### src/design/assert_macros.svh
// Assertion macros shared by the RTL of the sliding window median block.
// Each macro expects clk and arst_n to exist in the scope where it is used.
`ifndef ASSERT_MACROS_SVH
`define ASSERT_MACROS_SVH

// Plain property, checked on every clock edge outside reset.
`define SWMS_ASSERT(name, prop, msg) \
	name: assert property (@(posedge clk) disable iff (!arst_n) (prop)) else $error(msg);

// Overlapping implication: cons must hold in the cycle that ante holds.
`define SWMS_ASSERT_IMPL(name, ante, cons, msg) \
	name: assert property (@(posedge clk) disable iff (!arst_n) (ante) |-> (cons)) \
		else $error(msg);

// Non-overlapping implication: cons must hold in the cycle after ante.
`define SWMS_ASSERT_NEXT(name, ante, cons, msg) \
	name: assert property (@(posedge clk) disable iff (!arst_n) (ante) |=> (cons)) \
		else $error(msg);

`endif

### src/design/swms_div.sv
// Division by a constant through multiplication by a rounded-up reciprocal.
// Start sets busy, then done; uses nothing from the package, divisor and width come from the top level.
`default_nettype none

module swms_div #(
	parameter int DIVISOR = 7,
	parameter int DW      = 27
) (
	input  logic          clk,
	input  logic          arst_n,
	input  logic          start,
	input  logic [DW-1:0] dividend,
	output logic          busy,
	output logic          done,
	output logic [DW-1:0] quotient
);

	// Reciprocal rounded up and scaled by 2^SH; exact for every DW-bit dividend.
	localparam int LW = $clog2(DIVISOR);
	localparam int SH = DW + LW;
	localparam int MW = DW + 1;
	localparam logic [63:0] RECIP =
		((64'd1 << SH) + 64'(DIVISOR) - 64'd1) / 64'(DIVISOR);
	localparam logic [MW-1:0] RECIP_C = RECIP[MW-1:0];

	logic [DW-1:0]    x_q;
	logic [DW-1:0]    quot_q;
	logic             busy_q;
	logic             done_q;
	logic [DW+MW-1:0] prod;

	assign prod = x_q * RECIP_C;

	always_ff @(posedge clk or negedge arst_n) begin
		if (!arst_n) begin
			busy_q <= 1'b0;
			done_q <= 1'b0;
		end else begin
			busy_q <= start;
			done_q <= busy_q;
		end
	end

	always_ff @(posedge clk) begin
		if (start) x_q <= dividend;
		if (busy_q) quot_q <= DW'(prod >> SH);
	end

	assign busy     = busy_q;
	assign done     = done_q;
	assign quotient = quot_q;

endmodule

`default_nettype wire

### config.mk
export PLATFORM = sky130hd
export DESIGN_NAME = swms_div
export DESIGN_NICKNAME = d
export VERILOG_FILES = /design/src/design/assert_macros.svh /design/src/design/swms_div.sv
export SDC_FILE = /design/constraint.sdc
export NUM_CORES = 1
export LEC_CHECK = 0
export ABC_AREA = 1
export BUFFER_PORTS_ARGS = -buffer_cell sky130_fd_sc_hd__buf_2
export CAP_MARGIN = 25
export CORE_MARGIN = 8
export CORE_UTILIZATION = 40
export CTS_BUF_LIST = sky130_fd_sc_hd__clkbuf_16
export CTS_CLUSTER_SIZE = 8
export DETAILED_ROUTE_END_ITERATION = 7
export GPL_TIMING_DRIVEN = 0
export PLACE_DENSITY = 0.65
export SLEW_MARGIN = 0
export SYNTH_ARGS = -nofsm -noshare
export SYNTH_HDL_FRONTEND = slang
export SYNTH_SLANG_ARGS = --single-unit
### constraint.sdc
create_clock -name clk -period 4.55 [get_ports clk]
set_input_delay 0.6825 -clock clk [delete_from_list [all_inputs] [get_ports clk]]
set_output_delay 0.6825 -clock clk [all_outputs]
set_load 0.01 [all_outputs]
==> results of run 1 <==
[stage by stage]
step / TNS [ps] / area (um2) / util (%)
floorplan: -349 / 12400 / -
global placement: -18710 / 13200 / 44.3
detailed placement: -18670 / 13200 / 44.3
CTS: -9890 / 15200 / 51.1
global route: -14270 / 15900 / 53.4
finish: -10600 / 15900 / 53.4
[repair_timing]
item / CTS / global route
setup buffers: 93 / 13
endpoints found under the setup margin: 25 / 25
resized for setup: 275 / 147
pin swaps: 100 / 80
[critical path, stage by stage, from the launching register on]
cell and delay, ps:
sky130_fd_sc_hd__edfxtp_1 520, sky130_fd_sc_hd__buf_6 180, sky130_fd_sc_hd__ha_4 160, sky130_fd_sc_hd__fa_2 560, sky130_fd_sc_hd__inv_2 50, sky130_fd_sc_hd__fa_1 460
sky130_fd_sc_hd__fa_1 500, sky130_fd_sc_hd__inv_1 50, sky130_fd_sc_hd__fa_1 470, sky130_fd_sc_hd__inv_1 50, sky130_fd_sc_hd__fa_1 500, sky130_fd_sc_hd__inv_2 50
sky130_fd_sc_hd__ha_4 280, sky130_fd_sc_hd__buf_6 130, sky130_fd_sc_hd__a21oi_4 190, sky130_fd_sc_hd__o21ai_2 100, sky130_fd_sc_hd__a21oi_2 170, sky130_fd_sc_hd__o21ai_2 100
sky130_fd_sc_hd__inv_1 80, sky130_fd_sc_hd__nand2_2 60, sky130_fd_sc_hd__xor2_2 150
[registers in the layout, indices dropped and copies added (netlist names)]
signal and cells:
busy 1, x_q 27, quotient 25, done 1
[cell usage in the layout (no fill, tap or decap), types with 13 or more instances in the layout]
master,count
sky130_fd_sc_hd__nand2_2,45
sky130_fd_sc_hd__nand2_4,26
sky130_fd_sc_hd__buf_2,56
sky130_fd_sc_hd__buf_4,87
sky130_fd_sc_hd__edfxtp_1,52
sky130_fd_sc_hd__ha_4,47
sky130_fd_sc_hd__nor2_2,16
sky130_fd_sc_hd__a21oi_1,23
sky130_fd_sc_hd__nor2_4,31
sky130_fd_sc_hd__inv_1,380
sky130_fd_sc_hd__a21oi_4,19
sky130_fd_sc_hd__nand4_1,17
sky130_fd_sc_hd__nor2_1,40
sky130_fd_sc_hd__nand3_1,25
sky130_fd_sc_hd__nand2_1,141
sky130_fd_sc_hd__inv_2,42
sky130_fd_sc_hd__ha_1,211
sky130_fd_sc_hd__fa_2,13
sky130_fd_sc_hd__fa_1,146
sky130_fd_sc_hd__buf_6,20
sky130_fd_sc_hd__o21ai_2,16
sky130_fd_sc_hd__a21oi_2,27
[cells by family (layout without fill, tap and decap cells)]
kind of cell | count (synthesis) | count (layout) | share of synthesized area, %
buffers and inverters | 427 | 598 | 13.3
adder cells (fa/ha/maj) | 425 | 425 | 53.7
AND/OR/NAND/NOR | 367 | 367 | 12.6
AO/OA/AOI/OAI | 130 | 130 | 5.84
flip-flops | 54 | 54 | 13.3
XOR/XNOR | 17 | 17 | 1.23
other | 1 | 3 | 0.0309
[per-layer routing]
metal	vias to the layer above	track usage (%)	part of all wire [%]
met5	-	0	0
met3	67	2.71	4.3
li1	4732	-	-
met4	0	8.03	3.6
met1	4765	26.6	44
met2	191	34.1	48
[area by class of cell]
class,instances,area (um2)
diodes,1,2.50
plain buffers,2,15.0
clock buffers,5,125
clock inverters,3,28.8
fillers,2633,13900
inverters,425,1600
multi-input cells,941,10800
flip-flops and latches,54,1610
well taps,390,488
repair buffers,163,1190
[path summary, 6_finish.rpt]
path	slack, ps	to	cells past startpoint	startpoint
max	-500	quotient[5]	20	x_q[6]
min	130	done	1	arst_n
max reg2reg	-500	quotient[5]	20	x_q[6]
min reg2reg	540	done	0	busy
max in group asynchronous	4330	busy	1	arst_n
min in group clk	530	x_q[1]	1	dividend[1]
==> impl_metrics.env, run 1 <==
export IMPL_run_status="finished with violations"
export IMPL_violations_in_the_final_reports="negative setup slack"
export IMPL_share_of_the_clock_period_used_by_the_worst_path_pct=111
export IMPL_final_nets=2047
export IMPL_critical_path_endpoint_type="flop"
export IMPL_grt_ovfl_total=0
export IMPL_clock_sinks=54
export IMPL_design_core_area_um2=29700
export IMPL_timing_slew_headroom_pct=47.0
export IMPL_drt_antenna_violating_nets=0
export IMPL_synth_commonest_cells="sky130_fd_sc_hd__inv_1, sky130_fd_sc_hd__ha_1, sky130_fd_sc_hd__nand2_1"
export IMPL_clk_pin_slew_ps=80
export IMPL_maxSlewViolCount=0
export IMPL_timing_max_cap_violations=0
export IMPL_max_clock_freq_mhz=198
export IMPL_postSynthRegisterBits=54
export IMPL_tritoncts_num_buffers=5
export IMPL_holdCritPathClass="in -> async"
export IMPL_drive_above_1_share_pct=31.8
export IMPL_cts_root_buffer_cell="sky130_fd_sc_hd__clkbuf_16"
export IMPL_yosysMostFrequentCell="sky130_fd_sc_hd__inv_1"
export IMPL_synth_yosys_seq_area_share_pct=13.3
export IMPL_final_hold_vios=0
export IMPL_synth_area_um2=12100
export IMPL_yosys_warnings=0
export IMPL_initial_utilization_pct=40.8
export IMPL_final_instance_count_excl_fill=1984
export IMPL_die_area_um2=36100
export IMPL_placement_io_buffers=56
export IMPL_timing_critical_path_from_type="flop"
export IMPL_totalWireLength_mm=36.1
export IMPL_period_minus_slack_ps=5050
export IMPL_setup_ws_ps=-496
export IMPL_cts_max_level=2
export IMPL_number_of_placed_instances_taps_included=1868
export IMPL_route_detailed_drc=0
export IMPL_max_clock_skew_ps=13.8
export IMPL_pin_count_of_the_biggest_net_entering_global_routing=29
export IMPL_yosys_area_top_type_share_pct=27.4
export IMPL_die_width_um=190
export IMPL_netlist_top_cells_area="sky130_fd_sc_hd__ha_1, sky130_fd_sc_hd__fa_1, sky130_fd_sc_hd__inv_1, sky130_fd_sc_hd__edfxtp_1, sky130_fd_sc_hd__nand2_1"
export IMPL_grt_pass1_wl_mm=56.7
export IMPL_wl_per_cell_um=18.2
export IMPL_critical_path_required_ps=4620
export IMPL_top_level_ports=59
export IMPL_setup_violations_final=25
export IMPL_detailedPlacementHpwl_mm=29.0
export IMPL_fp_dieH_um=190
export IMPL_post_cts_hold_buffer_count=0
export IMPL_syn_to_final_growth_pct=30.8
export IMPL_post_synth_edffs=52
export IMPL_dr_first_iter_drc_count=428
export IMPL_avgViaCountPerCell=4.92
export IMPL_antenna_violations_before_repair=0
export IMPL_gp_congestion=0.894
export IMPL_hold_ws_ps=128
export IMPL_type_of_the_worst_setup_path="reg -> reg"
export IMPL_placementRows=63
export IMPL_grt_usage_pct=20.5
export IMPL_pre_cts_ws_ps=-871
export IMPL_synth_avg_cell_area_um2=8.53
export IMPL_async_flop_share_pct=3.70
export IMPL_timing_worst_slew_pin_value_ps=795
export IMPL_dominantRegCellSynth="sky130_fd_sc_hd__edfxtp_1"
export IMPL_critical_path_max_fanout=4
export IMPL_clockBufferDepth=2
export IMPL_yosys_area_top_type="sky130_fd_sc_hd__ha_1"
export IMPL_detailed_route_via_count=9755
export IMPL_dr_pass1_iters=5
export IMPL_tritoncts="built"
export IMPL_rsz0062_at_grt="true"
export IMPL_via_count_of_the_first_global_routing_pass=10500
export IMPL_syn_instance_count=1421
export IMPL_cp_arrival_ps=5120
export IMPL_synth_distinct_cells=31
export IMPL_clock_insertion_delay_worst_skew_ps=330
Power of run 1 is left out: the tool's default activity adds up to more than one toggle a clock period on the data nets, which glitch-free logic cannot reach.
==> inputs of run 2 (changes only) <==
==> constraint.sdc (replaced) <==
create_clock -name clk -period 4.1 [get_ports clk]
set_input_delay 0.615 -clock clk [delete_from_list [all_inputs] [get_ports clk]]
set_output_delay 0.615 -clock clk [all_outputs]
set_load 0.01 [all_outputs]
==> run 2 against run 1 <==
  * The run still ends with negative setup slack left
  * Flip-flop and latch count did not move
  * Register-to-register slack got worse by 490 ps
  * First-iteration DRC count fell by 15%
  * Worst setup slack got worse by 490 ps
  * Sequential share of layout area rose by 0.57 points
  * Cell count fell by 1.2%
  * Critical path depth rose by 1
  * Global-route usage fell by 0.53 points
  * Clock skew fell by 4.0 ps
  * Utilization fell by 2.8 points
  * Hold slack got worse by 68 ps
  * Die area did not move
  * Critical path type unchanged
  * Critical endpoint is now quotient[14]
  * Largest cell class unchanged
==> impl_metrics.env, run 2 (synthesis results as in run 1) <==
export IMPL_clockBufferDepth=2
export IMPL_design_core_area_um2=29700
export IMPL_cts_max_level=2
export IMPL_placementRows=63
export IMPL_drive_above_1_share_pct=24.3
export IMPL_die_width_um=190
export IMPL_final_hold_vios=0
export IMPL_totalWireLength_mm=34.6
export IMPL_final_common_cell="sky130_fd_sc_hd__inv_1"
export IMPL_pin_count_of_the_biggest_net_entering_global_routing=29
export IMPL_critical_path_endpoint_type="flop"
export IMPL_hold_ws_ps=59.9
export IMPL_drt_antenna_violating_nets=0
export IMPL_critical_path_max_fanout=5
export IMPL_dr_first_iter_drc_count=363
export IMPL_tritoncts_num_buffers=5
export IMPL_share_of_the_clock_period_used_by_the_worst_path_pct=124
export IMPL_timing_critical_path_from_type="flop"
export IMPL_detailed_route_via_count=9517
export IMPL_largest_reg_flops=27
export IMPL_n_antenna_cell=0
export IMPL_route_detailed_drc=0
export IMPL_gp_congestion=0.945
export IMPL_setup_violations_final=25
export IMPL_avgViaCountPerCell=4.85
export IMPL_final_nets=2025
export IMPL_antenna_violations_before_repair=0
export IMPL_dr_pass1_iters=5
export IMPL_timing_slew_headroom_pct=49.5
export IMPL_final_instance_count_excl_fill=1961
export IMPL_wl_per_cell_um=17.7
export IMPL_timing_max_cap_violations=0
export IMPL_timing_worst_slew_pin_value_ps=758
export IMPL_maxSlewViolCount=0
export IMPL_top_level_ports=59
export IMPL_tritoncts="built"
export IMPL_final_core_util_pct=50.5
export IMPL_fp_dieH_um=190
export IMPL_critical_path_required_ps=4170
export IMPL_holdCritPathClass="in -> async"
export IMPL_rsz0062_at_grt="true"
export IMPL_setup_ws_ps=-990
export IMPL_die_area_um2=36100
export IMPL_grt_usage_pct=19.9
export IMPL_number_of_placed_instances_taps_included=1868
export IMPL_initial_utilization_pct=40.8
export IMPL_cts_root_buffer_cell="sky130_fd_sc_hd__clkbuf_16"
export IMPL_placement_io_buffers=56
export IMPL_syn_to_final_growth_pct=23.9
export IMPL_clock_sinks=54
export IMPL_clock_insertion_delay_worst_skew_ps=320
export IMPL_via_count_of_the_first_global_routing_pass=10400
export IMPL_grt_pass1_wl_mm=55.5
export IMPL_clk_pin_slew_ps=90
export IMPL_period_minus_slack_ps=5090
export IMPL_run_status="finished with violations"
export IMPL_cp_arrival_ps=5160
export IMPL_max_clock_skew_ps=9.74
export IMPL_type_of_the_worst_setup_path="reg -> reg"
export IMPL_largest_register="x_q"
export IMPL_pre_cts_ws_ps=-1230
export IMPL_max_clock_freq_mhz=196
export IMPL_detailedPlacementHpwl_mm=29.0
export IMPL_violations_in_the_final_reports="negative setup slack"
export IMPL_final_cell_mix="sky130_fd_sc_hd__inv_1, sky130_fd_sc_hd__ha_1, sky130_fd_sc_hd__nand2_1"
export IMPL_grt_ovfl_total=0
## run 2: final timing paths
check                               end  slack (ps)         start  cells past startpoint
max                        quotient[14]        -990        x_q[4]                     21
min                                done          60        arst_n                      1
max reg2reg                quotient[14]        -990        x_q[4]                     21
min reg2reg                        done         590          busy                      0
max in group asynchronous          busy        3950        arst_n                      1
min in group clk                x_q[17]         460  dividend[17]                      1
## run 2: routing by layer
layer	part of all wire [%]	wire length, um	GRT usage [%]
met2	48	16500	33.5
met3	3.8	1320	2.87
met4	3.5	1210	7.10
met1	45	15600	25.8
met5	0	0	0
## run 2: layout make-up
type / count / area [um2]
Clock inverter: 3 / 28.8
Sequential cell: 54 / 1610
Inverter: 425 / 1600
Multi-Input combinational cell: 941 / 10200
Fill cell: 2783 / 14700
Tap cell: 390 / 488
Timing Repair Buffer: 141 / 966
Buffer: 2 / 15.0
Clock buffer: 5 / 125
## run 2: worst max-delay path: stages, from the launching register on
cell and delay [ps]:
sky130_fd_sc_hd__edfxtp_1 510, sky130_fd_sc_hd__buf_6 180, sky130_fd_sc_hd__ha_4 220, sky130_fd_sc_hd__fa_1 500, sky130_fd_sc_hd__inv_2 40, sky130_fd_sc_hd__fa_1 500
sky130_fd_sc_hd__inv_1 60, sky130_fd_sc_hd__fa_1 470, sky130_fd_sc_hd__inv_1 50, sky130_fd_sc_hd__fa_1 450, sky130_fd_sc_hd__fa_2 590, sky130_fd_sc_hd__inv_2 60
sky130_fd_sc_hd__ha_4 320, sky130_fd_sc_hd__nand2_4 80, sky130_fd_sc_hd__inv_4 80, sky130_fd_sc_hd__nand2_4 80, sky130_fd_sc_hd__nor2_4 130, sky130_fd_sc_hd__nand3_2 70
sky130_fd_sc_hd__nor2_1 140, sky130_fd_sc_hd__nand3_2 130, sky130_fd_sc_hd__nand4_1 100, sky130_fd_sc_hd__nand2_1 80
## run 2: per-stage QoR
| step | area [um2] | TNS, ps |
|---|---|---|
| after global placement | 13300 | -28410 |
| after floorplan | 12500 | -10990 |
| after global routing | 15000 | -26580 |
| after detailed placement | 13300 | -28130 |
| after CTS | 14400 | -22730 |
| final | 15000 | -22580 |
## run 2: repair_timing
item | in CTS | in global routing
endpoints found under the setup margin | 25 | 25
pin swaps | 29 | 36
hold buffers | 0 | 0
resized for setup | 100 | 119
buffers inserted | 72 | 12
Power of run 2 is left out for the same reason.
==> inputs of run 3 (changes only) <==
--- a/config.mk
+++ b/config.mk
@@ -14,8 +14,8 @@
 export CTS_CLUSTER_SIZE = 8
 export DETAILED_ROUTE_END_ITERATION = 7
 export GPL_TIMING_DRIVEN = 0
-export PLACE_DENSITY = 0.65
 export SLEW_MARGIN = 0
 export SYNTH_ARGS = -nofsm -noshare
 export SYNTH_HDL_FRONTEND = slang
 export SYNTH_SLANG_ARGS = --single-unit
+export TNS_END_PERCENT = 20
==> run 3 against run 2 <==
  * The run still ends with negative setup slack left
  * Worst setup slack got worse by 1.7 ps
  * Count of clock-buffer cells in the layout unchanged
  * Highest routed layer unchanged
  * Fmax about the same
  * Critical path depth unchanged
  * Sequential share of layout area increased by 0.11 points
  * Clock skew increased by 2.8 ps
  * Hold slack improved by 7.0 ps
==> impl_metrics.env, run 3 (synthesis results as in run 1) <==
export IMPL_top_level_ports=59
export IMPL_cts_max_level=2
export IMPL_cp_arrival_ps=5160
export IMPL_detailed_route_via_count=9458
export IMPL_setup_violations_final=25
export IMPL_worst_path_buf_inv=5
export IMPL_final_common_cell="sky130_fd_sc_hd__inv_1"
export IMPL_rsz0062_at_grt="true"
export IMPL_violations_in_the_final_reports="negative setup slack"
export IMPL_antenna_violations_before_repair=0
export IMPL_type_of_the_worst_setup_path="reg -> reg"
export IMPL_grt_usage_pct=19.8
export IMPL_placement_io_buffers=56
export IMPL_initial_utilization_pct=40.8
export IMPL_gp_congestion=0.975
export IMPL_critical_path_required_ps=4170
export IMPL_design_core_area_um2=29700
export IMPL_final_nets=2018
export IMPL_holdCritPathClass="in -> async"
export IMPL_die_area_um2=36100
export IMPL_share_of_the_clock_period_used_by_the_worst_path_pct=124
export IMPL_tritoncts_num_buffers=5
export IMPL_maxSlewViolCount=0
export IMPL_final_hold_vios=0
export IMPL_worst_path_largest_cell_delay_ps=590
export IMPL_clock_sinks=54
export IMPL_timing_critical_path_from_type="flop"
export IMPL_drive_above_1_share_pct=23.3
export IMPL_max_clock_skew_ps=12.6
export IMPL_max_clock_freq_mhz=196
export IMPL_route_detailed_drc=0
export IMPL_fp_dieH_um=190
export IMPL_largest_register="x_q"
export IMPL_post_cts_hold_buffer_count=0
export IMPL_clockBufferDepth=2
export IMPL_pre_cts_ws_ps=-1350
export IMPL_timing_worst_slew_pin_value_ps=764
export IMPL_placementRows=63
export IMPL_timing_max_cap_violations=0
export IMPL_cpMostUsedCell="sky130_fd_sc_hd__fa_1"
export IMPL_clock_insertion_delay_worst_skew_ps=320
export IMPL_critical_path_cell_chain="buf_6, ha_4, fa_1, inv_2, fa_1, inv_1, fa_1, inv_1, fa_1, fa_2, inv_2, ha_4, nand2_2, nand2_2, a21boi_4, o21ai_2, o21bai_4, nand2_2, nand3_1, nand2_1, nand2_1"
export IMPL_grt_pass1_wl_mm=55.0
export IMPL_cp_slowest_cell="sky130_fd_sc_hd__fa_2"
export IMPL_run_status="finished with violations"
export IMPL_via_count_of_the_first_global_routing_pass=10200
export IMPL_clk_pin_slew_ps=80
export IMPL_die_width_um=190
export IMPL_syn_to_final_growth_pct=22.7
export IMPL_avgViaCountPerCell=4.84
export IMPL_totalWireLength_mm=34.1
export IMPL_n_antenna_cell=0
export IMPL_period_minus_slack_ps=5090
export IMPL_critPathTopFamily="adder cells"
export IMPL_cts_root_buffer_cell="sky130_fd_sc_hd__clkbuf_16"
export IMPL_dr_pass1_iters=5
export IMPL_final_cell_mix="sky130_fd_sc_hd__inv_1, sky130_fd_sc_hd__ha_1, sky130_fd_sc_hd__nand2_1"
export IMPL_dr_first_iter_drc_count=477
export IMPL_pin_count_of_the_biggest_net_entering_global_routing=29
export IMPL_detailedPlacementHpwl_mm=29.2
export IMPL_critical_path_max_fanout=4
export IMPL_drt_antenna_violating_nets=0
export IMPL_setup_ws_ps=-992
export IMPL_wl_per_cell_um=17.5
export IMPL_largest_reg_flops=27
export IMPL_grt_ovfl_total=0
export IMPL_tritoncts="built"
export IMPL_timing_slew_headroom_pct=49.1
export IMPL_critical_path_endpoint_type="flop"
run 3: stage by stage:
| step | instance area (um2) | TNS [ps] | hold WS (ps) | std cells | util [%] |
|---|---|---|---|---|---|
| floorplan | 12400 | -11360 | 319 | 1422 | - |
| global placement | 13200 | -29170 | 400 | 1868 | 44.3 |
| global route | 14900 | -26520 | 51.4 | 1954 | 50.1 |
| CTS | 14400 | -22640 | 43.1 | 1942 | 48.4 |
| detailed placement | 13200 | -29710 | 401 | 1868 | 44.3 |
| finish | 14900 | -22280 | 66.9 | 1954 | 50.1 |
run 3: area by class of cell:
type | instances | area [um2]
tap | 390 | 488
inverter | 425 | 1600
timing repair buffer | 134 | 925
buffer | 2 | 15.0
fill | 2819 | 14800
clock inverter | 3 | 48.8
multi-input combinational | 941 | 10100
sequential | 54 | 1610
clock buffer | 5 | 125
run 3: path summary, 6_finish.rpt:
| check | start | to | slack (ps) | cells after the start |
|---|---|---|---|---|
| worst max-delay path | x_q[4] | quotient[20] | -990 | 21 |
| worst min-delay path | arst_n | done | 70 | 1 |
| worst max register to register | x_q[4] | quotient[20] | -990 | 21 |
| worst min register to register | busy | quotient[2] | 650 | 0 |
| max in group asynchronous | arst_n | busy | 3940 | 1 |
| min in group clk | dividend[18] | x_q[18] | 460 | 1 |
run 3: metal layers:
| layer | share of wire [%] | global-route usage [%] | vias to the layer above |
|---|---|---|---|
| met5 | 0 | 0 | - |
| met4 | 3.0 | 5.95 | 0 |
| met3 | 2.8 | 1.78 | 53 |
| met2 | 47 | 33.5 | 167 |
| met1 | 47 | 26.5 | 4567 |
| li1 | - | - | 4671 |
run 3: what timing repair did:
action                                  4_1_cts  5_1_grt
endpoints found under the setup margin       25       25
setup buffers                                66       11
pin swaps                                    40       41
hold endpoints to repair                      0        0
resized for setup                           139       93
Power of run 3 is left out for the same reason.
